==> src/hdl/bbspi_pkg.sv <==
// Package: access mode codes and the result item layout for the bit-banged SPI card interface.
`default_nettype none

package bbspi_pkg;

  localparam int unsigned ModeW = 5;

  localparam logic [ModeW-1:0] MODE_ENABLE    = 5'd0;
  localparam logic [ModeW-1:0] MODE_DISABLE   = 5'd1;
  localparam logic [ModeW-1:0] MODE_RESET     = 5'd2;
  localparam logic [ModeW-1:0] MODE_VERSION   = 5'd3;
  localparam logic [ModeW-1:0] MODE_READ      = 5'd4;
  localparam logic [ModeW-1:0] MODE_BG_ON_A   = 5'd5;
  localparam logic [ModeW-1:0] MODE_BG_ON_B   = 5'd6;
  localparam logic [ModeW-1:0] MODE_BG_OFF    = 5'd7;
  localparam logic [ModeW-1:0] MODE_SEL0      = 5'd8;
  localparam logic [ModeW-1:0] MODE_SEL1      = 5'd9;
  localparam logic [ModeW-1:0] MODE_SEL2      = 5'd10;
  localparam logic [ModeW-1:0] MODE_SEL3      = 5'd11;
  localparam logic [ModeW-1:0] MODE_MOSI_CLR  = 5'd12;
  localparam logic [ModeW-1:0] MODE_MOSI_SET  = 5'd13;
  localparam logic [ModeW-1:0] MODE_SCLK_CLR  = 5'd14;
  localparam logic [ModeW-1:0] MODE_SCLK_SET  = 5'd15;
  localparam logic [ModeW-1:0] MODE_BG_XFER   = 5'd16;

  // card_select codes
  localparam logic [1:0] SEL_NONE  = 2'd0;
  localparam logic [1:0] SEL_CARD0 = 2'd1;
  localparam logic [1:0] SEL_CARD1 = 2'd2;

  localparam logic [7:0] MsbMask = 8'h80;

  // Result item, lowest field in the lowest bits
  typedef struct packed {
    logic       bad_select;
    logic       card_index;
    logic       card_fetch;
    logic [7:0] send_byte;
    logic       card_send;
    logic [7:0] read_data;
  } result_t;

endpackage

`default_nettype wire

==> src/hdl/bit_banged_spi_card_interface.sv <==
// Top level: bit-banged SPI card interface with byte-wide background transfer mode.
`default_nettype none

// Each input item is one host read access, selected by the mode code in s_axis_tuser_i.
// The access is decoded against the interface state (enable, select, MOSI/SCLK levels,
// shift registers and bit counters) combinationally: the state updates at the edge the
// item is accepted and the result item lands in the output register at that same edge.
// One item is taken per cycle unless a full output register is stalled; that register
// is the only stage, so a new item is accepted whenever it is empty or being drained in
// the same cycle. Result tvalid rises the cycle after accept. Every access yields exactly
// one result item. Rising SCLK with a card selected shifts MOSI into the outgoing byte
// and every eighth bit delivers it (card_send). Falling SCLK fetches a card byte on the
// first edge of each group of eight (card_fetch) and shifts left on the others. A read
// returns 0xFF or 0x00 from the incoming byte MSB, or the last background byte when
// background mode is on. Select code 3 deselects. A background transfer with no card
// selected is suppressed and flags bad_select.
module bit_banged_spi_card_interface
  import bbspi_pkg::*;
(
  input  wire logic        clk_i,
  input  wire logic        rst_ni,
  // input item
  input  wire logic        s_axis_tvalid_i,
  output      logic        s_axis_tready_o,
  input  wire logic [15:0] s_axis_tdata_i,  // [7:0] tx_byte, [15:8] card_byte
  input  wire logic [4:0]  s_axis_tuser_i,  // [4:0] mode
  // result item
  output      logic        m_axis_tvalid_o,
  input  wire logic        m_axis_tready_i,
  output      logic [23:0] m_axis_tdata_o   // [7:0] read_data, [8] card_send,
                                            // [16:9] send_byte, [17] card_fetch,
                                            // [18] card_index, [19] bad_select, rest 0
);

  // Interface state
  logic       enabled_q, enabled_d;
  logic       bg_mode_q, bg_mode_d;
  logic [1:0] sel_q, sel_d;
  logic       mosi_q, mosi_d;
  logic       sclk_q, sclk_d;
  logic [2:0] out_cnt_q, out_cnt_d;
  logic [2:0] in_cnt_q, in_cnt_d;
  logic [7:0] out_sh_q, out_sh_d;
  logic [7:0] in_sh_q, in_sh_d;
  logic [7:0] bg_rd_q, bg_rd_d;

  // Output register
  logic    out_vld_q;
  result_t res_q, res_d;

  logic [ModeW-1:0] mode;
  logic [7:0]       tx_byte;
  logic [7:0]       card_byte;
  logic             accept;
  logic             card_idx;  // selected card, select code minus one
  logic [7:0]       out_sh_nxt;

  assign mode      = s_axis_tuser_i;
  assign tx_byte   = s_axis_tdata_i[7:0];
  assign card_byte = s_axis_tdata_i[15:8];

  // Skid-free single stage: take a new item whenever the result slot frees up
  assign s_axis_tready_o = !out_vld_q || m_axis_tready_i;
  assign accept          = s_axis_tvalid_i && s_axis_tready_o;

  assign card_idx   = sel_q[1];  // SEL_CARD0 -> 0, SEL_CARD1 -> 1
  assign out_sh_nxt = {out_sh_q[6:0], mosi_q};

  always_comb begin
    enabled_d = enabled_q;
    bg_mode_d = bg_mode_q;
    sel_d     = sel_q;
    mosi_d    = mosi_q;
    sclk_d    = sclk_q;
    out_cnt_d = out_cnt_q;
    in_cnt_d  = in_cnt_q;
    out_sh_d  = out_sh_q;
    in_sh_d   = in_sh_q;
    bg_rd_d   = bg_rd_q;
    res_d     = '0;

    if (mode == MODE_ENABLE) begin
      enabled_d = 1'b1;
    end else if (mode == MODE_BG_XFER && bg_mode_q) begin
      // whole-byte exchange, works even while disabled
      if (sel_q != SEL_NONE) begin
        res_d.card_index = card_idx;
        res_d.card_send  = 1'b1;
        res_d.send_byte  = tx_byte;
        res_d.card_fetch = 1'b1;
        bg_rd_d          = card_byte;
      end else begin
        res_d.bad_select = 1'b1;
      end
    end else if (enabled_q) begin
      unique case (mode) inside
        MODE_DISABLE: enabled_d = 1'b0;
        MODE_RESET: begin
          sel_d     = SEL_NONE;
          mosi_d    = 1'b0;
          sclk_d    = 1'b0;
          out_cnt_d = '0;
          in_cnt_d  = '0;
          out_sh_d  = '0;
          in_sh_d   = '0;
          bg_mode_d = 1'b0;
        end
        MODE_READ: begin
          if (bg_mode_q) begin
            res_d.read_data = bg_rd_q;
          end else begin
            res_d.read_data = ((in_sh_q & MsbMask) != '0) ? 8'hFF : 8'h00;
          end
        end
        MODE_BG_ON_A, MODE_BG_ON_B: bg_mode_d = 1'b1;
        MODE_BG_OFF:                bg_mode_d = 1'b0;
        MODE_SEL0, MODE_SEL3:       sel_d = SEL_NONE;
        MODE_SEL1:                  sel_d = SEL_CARD0;
        MODE_SEL2:                  sel_d = SEL_CARD1;
        MODE_MOSI_CLR:              mosi_d = 1'b0;
        MODE_MOSI_SET:              mosi_d = 1'b1;
        MODE_SCLK_CLR: begin
          // falling edge: fetch on first bit of a group, shift on the rest
          if (sclk_q && sel_q != SEL_NONE) begin
            if (in_cnt_q == '0) begin
              in_sh_d          = card_byte;
              res_d.card_fetch = 1'b1;
              res_d.card_index = card_idx;
            end else begin
              in_sh_d = {in_sh_q[6:0], 1'b0};
            end
            in_cnt_d = in_cnt_q + 3'd1;
          end
          sclk_d = 1'b0;
        end
        MODE_SCLK_SET: begin
          // rising edge: shift MOSI in, deliver byte on the eighth bit
          if (!sclk_q && sel_q != SEL_NONE) begin
            out_sh_d = out_sh_nxt;
            if (out_cnt_q == 3'd7) begin
              res_d.card_send  = 1'b1;
              res_d.send_byte  = out_sh_nxt;
              res_d.card_index = card_idx;
            end
            out_cnt_d = out_cnt_q + 3'd1;  // wraps to zero after a byte
          end
          sclk_d = 1'b1;
        end
        default: ;  // version, background transfer with mode off, unknown codes
      endcase
    end
  end

  always_ff @(posedge clk_i or negedge rst_ni) begin
    if (!rst_ni) begin
      enabled_q <= 1'b0;
      bg_mode_q <= 1'b0;
      sel_q     <= SEL_NONE;
      mosi_q    <= 1'b0;
      sclk_q    <= 1'b0;
      out_cnt_q <= '0;
      in_cnt_q  <= '0;
      out_sh_q  <= '0;
      in_sh_q   <= '0;
      bg_rd_q   <= '0;
      out_vld_q <= 1'b0;
    end else begin
      if (accept) begin
        enabled_q <= enabled_d;
        bg_mode_q <= bg_mode_d;
        sel_q     <= sel_d;
        mosi_q    <= mosi_d;
        sclk_q    <= sclk_d;
        out_cnt_q <= out_cnt_d;
        in_cnt_q  <= in_cnt_d;
        out_sh_q  <= out_sh_d;
        in_sh_q   <= in_sh_d;
        bg_rd_q   <= bg_rd_d;
        out_vld_q <= 1'b1;
      end else if (m_axis_tready_i) begin
        out_vld_q <= 1'b0;
      end
    end
  end

  // result payload, held while stalled
  always_ff @(posedge clk_i) begin
    if (accept) begin
      res_q <= res_d;
    end
  end

  assign m_axis_tvalid_o = out_vld_q;
  assign m_axis_tdata_o  = {4'b0000, res_q};

endmodule

`default_nettype wire

==> config.mk <==
export PLATFORM = sky130hd
export DESIGN_NAME = bit_banged_spi_card_interface
export DESIGN_NICKNAME = d
export VERILOG_FILES = /design/src/hdl/bbspi_pkg.sv /design/src/hdl/bit_banged_spi_card_interface.sv
export SDC_FILE = /design/constraint.sdc
export NUM_CORES = 1
export LEC_CHECK = 0
export BUFFER_PORTS_ARGS = -buffer_cell sky130_fd_sc_hd__buf_2
export CAP_MARGIN = 20
export CORE_ASPECT_RATIO = 1.4
export CORE_MARGIN = 1
export CORE_UTILIZATION = 50
export DETAILED_ROUTE_END_ITERATION = 16
export GPL_ROUTABILITY_DRIVEN = 0
export PLACE_DENSITY = 0.8
export RECOVER_POWER = 100
export SYNTH_ARGS = -nofsm -noshare
export SYNTH_HDL_FRONTEND = slang
export SYNTH_SLANG_ARGS = --single-unit
==> constraint.sdc <==
create_clock -name clk_i -period 4 [get_ports clk_i]
set_input_delay 0.8 -clock clk_i [delete_from_list [all_inputs] [get_ports clk_i]]
set_output_delay 0.8 -clock clk_i [all_outputs]
set_load 0.03 [all_outputs]
Word-level counts from Yosys, hierarchy flattened
Cells that the tools add are included.
W data, S select, Z words.
{"block": "op_classes", "add_sub_neg": 2, "n_eq_ne": 19, "muxes": 35, "bitwise_logic": 4, "n_reduce_logical": 32}
{"operator": "$eq A5 B4 Y1 const B", "n": 8}
{"operator": "$mux W8", "n": 5}
{"operator": "$mux W9", "n": 3}
{"operator": "$mux W11", "n": 2}
{"operator": "$eq A5 B3 Y1 const B", "n": 4}
{"operator": "$reduce_and A5 Y1", "n": 4}
{"operator": "$mux W19", "n": 1}
{"operator": "$pmux W8 S2", "n": 1}
{"operator": "$pmux W7 S2", "n": 1}
{"operator": "$reduce_bool A2 Y1", "n": 7}
{"operator": "$pmux W3 S2", "n": 2}
{"operator": "$reduce_and A6 Y1", "n": 2}
{"operator": "$mux W1", "n": 10}
{"operator": "$reduce_or A2 Y1", "n": 5}
{"operator": "$pmux W1 S2", "n": 4}
{"operator": "$mux W7", "n": 1}
{"operator": "$add A3 B1 Y3 const B", "n": 2}
{"operator": "$mux W3", "n": 2}
{"operator": "$pmux W2 S3", "n": 1}
{"operator": "$eq A5 B1 Y1 const B", "n": 1}
{"operator": "$eq A5 B2 Y1 const B", "n": 1}
{"operator": "$eq A5 B5 Y1 const B", "n": 1}
{"operator": "$logic_not A5 Y1", "n": 1}
{"operator": "$logic_and A1 B1 Y1", "n": 4}
{"operator": "other kinds (13)", "n": 19}
{"block": "totals", "regBits": 56, "inputBits": 25, "elab_cells": 109}

Depth between registers and ports, before layout
Gate-level depths: netlist (run 1).
{"block": "logic_depth", "ltp_word": 6, "ltp_mapped": 7, "mapped_depth_nobuf": 6}

Worst setup path after synthesis (run 1)
Ideal clock, no wire load.
{"block": "synth_timing", "kind": "input to register", "from": "input m_axis_tready_i", "to": "register bg_rd_q[0]", "setup_time_ns": 0.125, "arrival_time_ns": 2.526, "setup_slack_ns": 1.349, "path_stages": 5, "path_cell_list": "nand2b_1 > and2_1 > and2_4 > buf_12 > mux2_4"}
{"block": "synth_via", "elab_chain_len": 3}
{"item": "start, declared", "line": "bit_banged_spi_card_interface.sv:29", "text": "input wire logic m_axis_tready_i,"}
{"item": "$logic_or A1 B1 Y1", "line": "bit_banged_spi_card_interface.sv:63", "text": "assign s_axis_tready_o = !out_vld_q || m_axis_tready_i;"}
{"item": "$logic_and A1 B1 Y1", "line": "bit_banged_spi_card_interface.sv:64", "text": "assign accept = s_axis_tvalid_i && s_axis_tready_o;"}
{"item": "named net accept", "line": "bit_banged_spi_card_interface.sv:54", "text": "logic accept;"}
{"item": "$reduce_and A4 Y1 (no source line)"}
{"item": "end signal, assigned", "line": "bit_banged_spi_card_interface.sv:178", "text": "bg_rd_q <= bg_rd_d;"}
{"item": "end, declared", "line": "bit_banged_spi_card_interface.sv:45", "text": "logic [7:0] bg_rd_q, bg_rd_d;"}
The timed path passes the listed nets, and every way through them passes these cells.
A chain may end at the register's enable or synchronous reset.

Final worst setup path (run 1)
{"block": "layout_timing", "from": "input s_axis_tuser_i[0]", "to": "register bg_rd_q[5]"}
{"block": "layout_via", "elab_chain_len": 3, "elab_cells_between_ends": 5, "cone_classes": "1 x eq/ne; 1 x bitwise; 3 x reduce/logical"}
{"item": "start, declared", "line": "bit_banged_spi_card_interface.sv:26", "text": "input wire logic [4:0] s_axis_tuser_i,"}
{"item": "$eq A5 B5 Y1 / $logic_not A5 Y1 (equally long branches)", "line": "bit_banged_spi_card_interface.sv:84, bit_banged_spi_card_interface.sv:82"}
{"item": "$logic_and A1 B1 Y1 / $not A1 Y1 (equally long branches)"}
{"item": "$reduce_and A4 Y1 (no source line) (*)"}
Mark *: on every way between the ends. The rest lies on a longest branch, timed or not.

==> metrics.cfg, run 1 <==
[cts]
tritoncts=yes
htree_levels=2
post-cts-setup-buffers=0
clkTransAtPathRegs_ps=90
cts-hold-fix-buffers=0
clock_latency_ps=310
clk_path_buf_depth=2
clock_sinks=56
cts_root_buf=clkbuf_8
cts.repair.resized=0
cts_buffers=5

[route]
wl_per_cell_um=14.2
ant_nets=0
via_per_inst=5.52
vias=1850
dr.first_iter.drc_count=125
drc_errors=0
totalWireLength_um=4770
drt_pass1_iterations=4

[worst_setup_path]
path_buf_inv=1
path_class=input port to flip-flop
worst_setup_path_start_kind=input port
cp_top_family=simple AND/OR/NAND/NOR gates
end_kind=flip-flop
slowest_stage=nor3_1
critical_path_required_ps=4200
max_stage_delay_ps=850
cp_max_fo=14
worstPathCellList=clkbuf_1, or4_1, nor3_1, and2_4, mux2_1
rrSetupSlack_ps=1620
crit_arrival_ps=3210

[global_route]
grt_pass1_wl_um=7820
grt_max_degree=37
first_global_vias=1635
globalRouteTotalUtil_pct=18.1
grt_antenna_before_repair=0
grt.overflow.total=0

[yosys]
synth_area_leaders=dfrtp_1, edfxtp_1, a22o_1, mux2_4, a21oi_1
yosysSeqAreaShare_pct=55.6
syn_avg_cell_area_um2=11.9
synth_cells=227
synth.distinct_cells=45
ys_seq_elements=56
netlist_area_um2=2700
yosysWarningCount=0
synth_top_area_share_pct=33.4
synth_top_area_cell=dfrtp_1

[pwr]
power.leakage_nw=1.21
power_density_nw_per_um2=396
p_total_w=0.00116
max-vdd-ir-drop_mv=0.290

[timing]
setup_viol=0
finalCritPeriodShare_pct=75.4
clock.fmax_ghz=0.332
fin_ws_ps=984
worstMarginPinSlew_ps=1870
finalHoldViolations=0
rsz0062_at_grt=no
slew_headroom_pct=-24.5
skew_ps=12.3
hold_ws_ps=514
min_period_ps=3020
tns_ps=0
final_max_slew_viol_count=37

[die]
die_area_um2=5700
start_util_pct=51.9
fp.coreArea_um2=5200
ios=51
die_y_um=88.9
die-width_um=64.1
core.rowCount=31

[outcome]
outcome=finished with violations
violations=capacitance limit, slew limit

[place]
portBuffers=46
pre_cts_slack_ps=1310
hpwl_um=3540
dp.cells=327

[final_layout]
diodes=0
layout-drive-gt1-share_pct=16.7
nNetsFinal=297
area_delta_synth_final_pct=8.16
mostFrequentLayoutCell=dfrtp_1
stdcell_count=335
final_cell_mix=dfrtp_1, clkbuf_1, nand2_1

[min_path]
holdCritPathClass=flip-flop to flip-flop

[run]
maxCapViolations=2

cell type report:
cell class | count | area, um^2
clock buffer | 5 | 68.8
fill | 478 | 2280
sequential | 56 | 1500
timing repair buffer | 47 | 201
tap | 66 | 82.6
inverter | 8 | 30.0
clock inverter | 3 | 22.5
multi-input combinational | 150 | 1010
final timing paths:
| path | to | start | depth (start not counted) |
|---|---|---|---|
| setup / recovery | bg_rd_q[5] | s_axis_tuser_i[0] | 5 |
| hold / removal | bg_rd_q[2] | bg_rd_q[2] | 1 |
| setup reg to reg | out_cnt_q[0] | m_axis_tvalid_o | 4 |
| hold reg to reg | bg_rd_q[2] | bg_rd_q[2] | 1 |
| max in group asynchronous | out_cnt_q[1] | rst_ni | 1 |
| min in group asynchronous | in_sh_q[5] | rst_ni | 1 |
report_power, final:
group | internal, W | switching, W
logic | 0.0000555 | 0.000108
clock network | 0.000126 | 0.000182
registers | 0.000641 | 0.0000445
logic make-up after synthesis:
family / Yosys count / share of synthesized area [%]
and+or+nand+nor: 71 / 15.2
DFF: 56 / 55.6
AOI/OAI and AO/OA: 52 / 13.5
buffers and inverters: 24 / 4.78
muxes: 18 / 8.58
adders and majority gates: 4 / 1.85
other: 1 / 0.139
xor gates and xnor gates: 1 / 0.325
metal layers:
layer  up-vias  wire [um]  global-route usage (%)
li1        910          -                       -
met1       887       2100                    24.1
met2        48       2340                    29.3
met3         5        239                    3.19
met4         0         89                    8.48
met5         -          0                       0
sequential cells by signal (all words and copies together), names as in the netlist:
signal and flops:
out_cnt_q 3, sel_q 2, bg_rd_q 8, out_sh_q 7, bg_mode_q 1, m_axis_tvalid_o 1, in_cnt_q 3, in_sh_q 8
m_axis_tdata_o 20, enabled_q 1, sclk_q 1, mosi_q 1
cell usage after synthesis (all sizes together):
cell,n
o2111ai,1
a22o,17
and2,2
nand2,26
nor3b,2
o2bb2ai,1
and4,1
o21ai,3
nor3,1
a31oi,1
nor2,6
or2,3
o21bai,1
o32ai,2
dfrtp,36
xor2,1
mux2i,1
nand4b,1
buf,7
inv,8
or4,4
nor2b,3
conb,1
o22ai,2
mux2,17
nand4,4
and4b,1
edfxtp,20
o21a,1
or3b,1
nor4,4
clkbuf,9
ha,4
nand3,5
a21oi,23
or4b,1
nand2b,6
stage by stage:
stage,utilization (%),cell area (um^2)
after global placement,56.4,2930
after global routing,56.2,2920
after floorplan,-,2710
after detailed placement,56.4,2930
after CTS,58.2,3020
final,56.2,2920
worst register-to-register path, stage by stage, from the launching register on:
cell and delay, ps:
dfrtp_1 380, nand2b_1 200, nand4_1 230, nor4_1 1180, mux2_2 330
Power figures use the tool's default switching activity.
==> inputs of run 2 (changes only) <==
==> constraint.sdc (replaced) <==
create_clock -name clk_i -period 3.1 [get_ports clk_i]
set_input_delay 0.62 -clock clk_i [delete_from_list [all_inputs] [get_ports clk_i]]
set_output_delay 0.62 -clock clk_i [all_outputs]
set_load 0.03 [all_outputs]
==> run 2 against run 1 <==
Net effect:
- the run still ends with capacitance limit, slew limit left
- clock skew shrank 9.0 ps
- via count rose by 0.49%
- hold slack got worse by 5.7 ps
- sequential power rose by 29%
- clock power grew 26%
- sequential share of layout area shrank 0.52 points
- worst setup slack worse by 330 ps
- combinational power up 34%
- first-iteration DRC count shrank 8.8%
- non-clock buffer count is 1 higher
- power rose by 29%
- core utilization up 0.58 points
- largest cell class unchanged
==> metrics.cfg, run 2 (synthesized netlist as in run 1, its figures left out) <==
[worst_setup_path]
path_buf_inv=1  ; unchanged
critical_path_required_ps=3300  ; was 4200 ps
rrSetupSlack_ps=680  ; was 1620 ps
path_class=input port to flip-flop  ; unchanged
slowest_stage=or4_1  ; was nor3_1
worstPathCellList=clkbuf_1, or4_1, o2111ai_1, a21oi_4, mux2_2  ; was clkbuf_1, or4_1, nor3_1, and2_4, mux2_1
crit_arrival_ps=2650  ; was 3210 ps
max_stage_delay_ps=680  ; was 850 ps
worst_setup_path_start_kind=input port  ; unchanged
end_kind=flip-flop  ; unchanged
cp_top_family=compound AO/OA/AOI/OAI gates  ; was simple AND/OR/NAND/NOR gates
cp_max_fo=14  ; unchanged

[final_layout]
layout-drive-gt1-share_pct=17.4  ; was 16.7%
area_delta_synth_final_pct=9.27  ; was 8.16%
mostFrequentLayoutCell=dfrtp_1  ; unchanged
largest_register_ffs=20  ; unchanged
utilization_pct=56.7  ; was 56.2%
nNetsFinal=298  ; was 297
diodes=0  ; unchanged
final_cell_mix=dfrtp_1, clkbuf_1, nand2_1  ; unchanged

[cts]
clk_path_buf_depth=2  ; unchanged
tritoncts=yes  ; unchanged
htree_levels=2  ; unchanged
cts-hold-fix-buffers=0  ; unchanged
cts_buffers=5  ; unchanged
clkTransAtPathRegs_ps=90  ; about the same
cts.repair.resized=0  ; unchanged
post-cts-setup-buffers=0  ; unchanged
clock_sinks=56  ; unchanged
clock_latency_ps=310  ; about the same
cts_root_buf=clkbuf_8  ; unchanged

[timing]
clock.fmax_ghz=0.408
skew_ps=3.25  ; was 12.3 ps
worstMarginPinSlew_ps=1860  ; was 1870 ps
final_max_slew_viol_count=37  ; unchanged
finalCritPeriodShare_pct=79.0
slew_headroom_pct=-24.1  ; was -24.5%
rsz0062_at_grt=no  ; unchanged
finalHoldViolations=0  ; unchanged
min_period_ps=2450
setup_viol=0  ; unchanged
tns_ps=0  ; unchanged

[global_route]
first_global_vias=1659  ; was 1635
grt_antenna_before_repair=0  ; unchanged
grt_pass1_wl_um=8100  ; was 7820 um
globalRouteTotalUtil_pct=19.0  ; was 18.1%
grt.overflow.total=0  ; unchanged
grt_max_degree=37  ; unchanged

[route]
via_per_inst=5.53  ; was 5.52
drt_pass1_iterations=4  ; unchanged
ant_nets=0  ; unchanged
dr.first_iter.drc_count=114  ; was 125
wl_per_cell_um=14.5  ; was 14.2 um
totalWireLength_um=4880  ; was 4770 um
drc_errors=0  ; unchanged
vias=1859  ; was 1850

[die]
die_y_um=88.9  ; unchanged
fp.coreArea_um2=5200  ; unchanged
die-width_um=64.1  ; unchanged
ios=51  ; unchanged
core.rowCount=31  ; unchanged
die_area_um2=5700  ; unchanged
start_util_pct=51.9  ; unchanged

[outcome]
outcome=finished with violations  ; unchanged
violations=capacitance limit, slew limit  ; unchanged

[pwr]
power_density_nw_per_um2=507  ; was 396 nW/um^2
power.leakage_nw=1.21  ; about the same
p_total_w=0.00149  ; was 0.00116 W
max-vdd-ir-drop_mv=0.298  ; was 0.290 mV

[min_path]
holdCritPathClass=flip-flop to flip-flop  ; unchanged

[place]
portBuffers=46  ; unchanged
hpwl_um=3560  ; was 3540 um

[run]
maxCapViolations=1  ; was 2

==> run 2: layout make-up <==
type                            instances  area [um^2]
Timing Repair Buffer                   48          209
Clock buffer                            6         72.6
Sequential cell                        56         1500
Multi-Input combinational cell        150         1040
Clock inverter                          2         16.3
Fill cell                             459         2250
Inverter                                8         30.0
Tap cell                               66         82.6
==> run 2: stage by stage <==
step | hold WS (ps) | cell area (um^2) | setup WS, ps | cells
floorplan | 324 | 2710 | 629 | 230
global placement | 491 | 2940 | 620 | 328
detailed placement | 498 | 2940 | 586 | 328
CTS | 404 | 3030 | 918 | 336
global route | 534 | 2950 | 446 | 336
finish | 509 | 2950 | 650 | 336
==> run 2: metal layers <==
layer / up-vias / wire (um) / GRT usage [%]
li1: 912 / - / -
met1: 878 / 2130 / 24.6
met2: 61 / 2390 / 30.7
met3: 8 / 254 / 4.21
met4: 0 / 103 / 9.09
met5: - / 0 / 0
==> run 2: worst paths after layout <==
kind                                    from           end  cells past startpoint
setup / recovery           s_axis_tuser_i[0]    in_sh_q[7]                      5
hold / removal                    bg_rd_q[2]    bg_rd_q[2]                      1
setup reg to reg             m_axis_tvalid_o    bg_rd_q[5]                      5
hold reg to reg                   bg_rd_q[2]    bg_rd_q[2]                      1
max in group asynchronous             rst_ni  out_cnt_q[0]                      1
min in group asynchronous             rst_ni    in_sh_q[4]                      1
==> run 2: power by group <==
group	internal, W	switching (W)
registers	0.000827	0.0000599
clock network	0.000161	0.000228
logic	0.0000712	0.000147
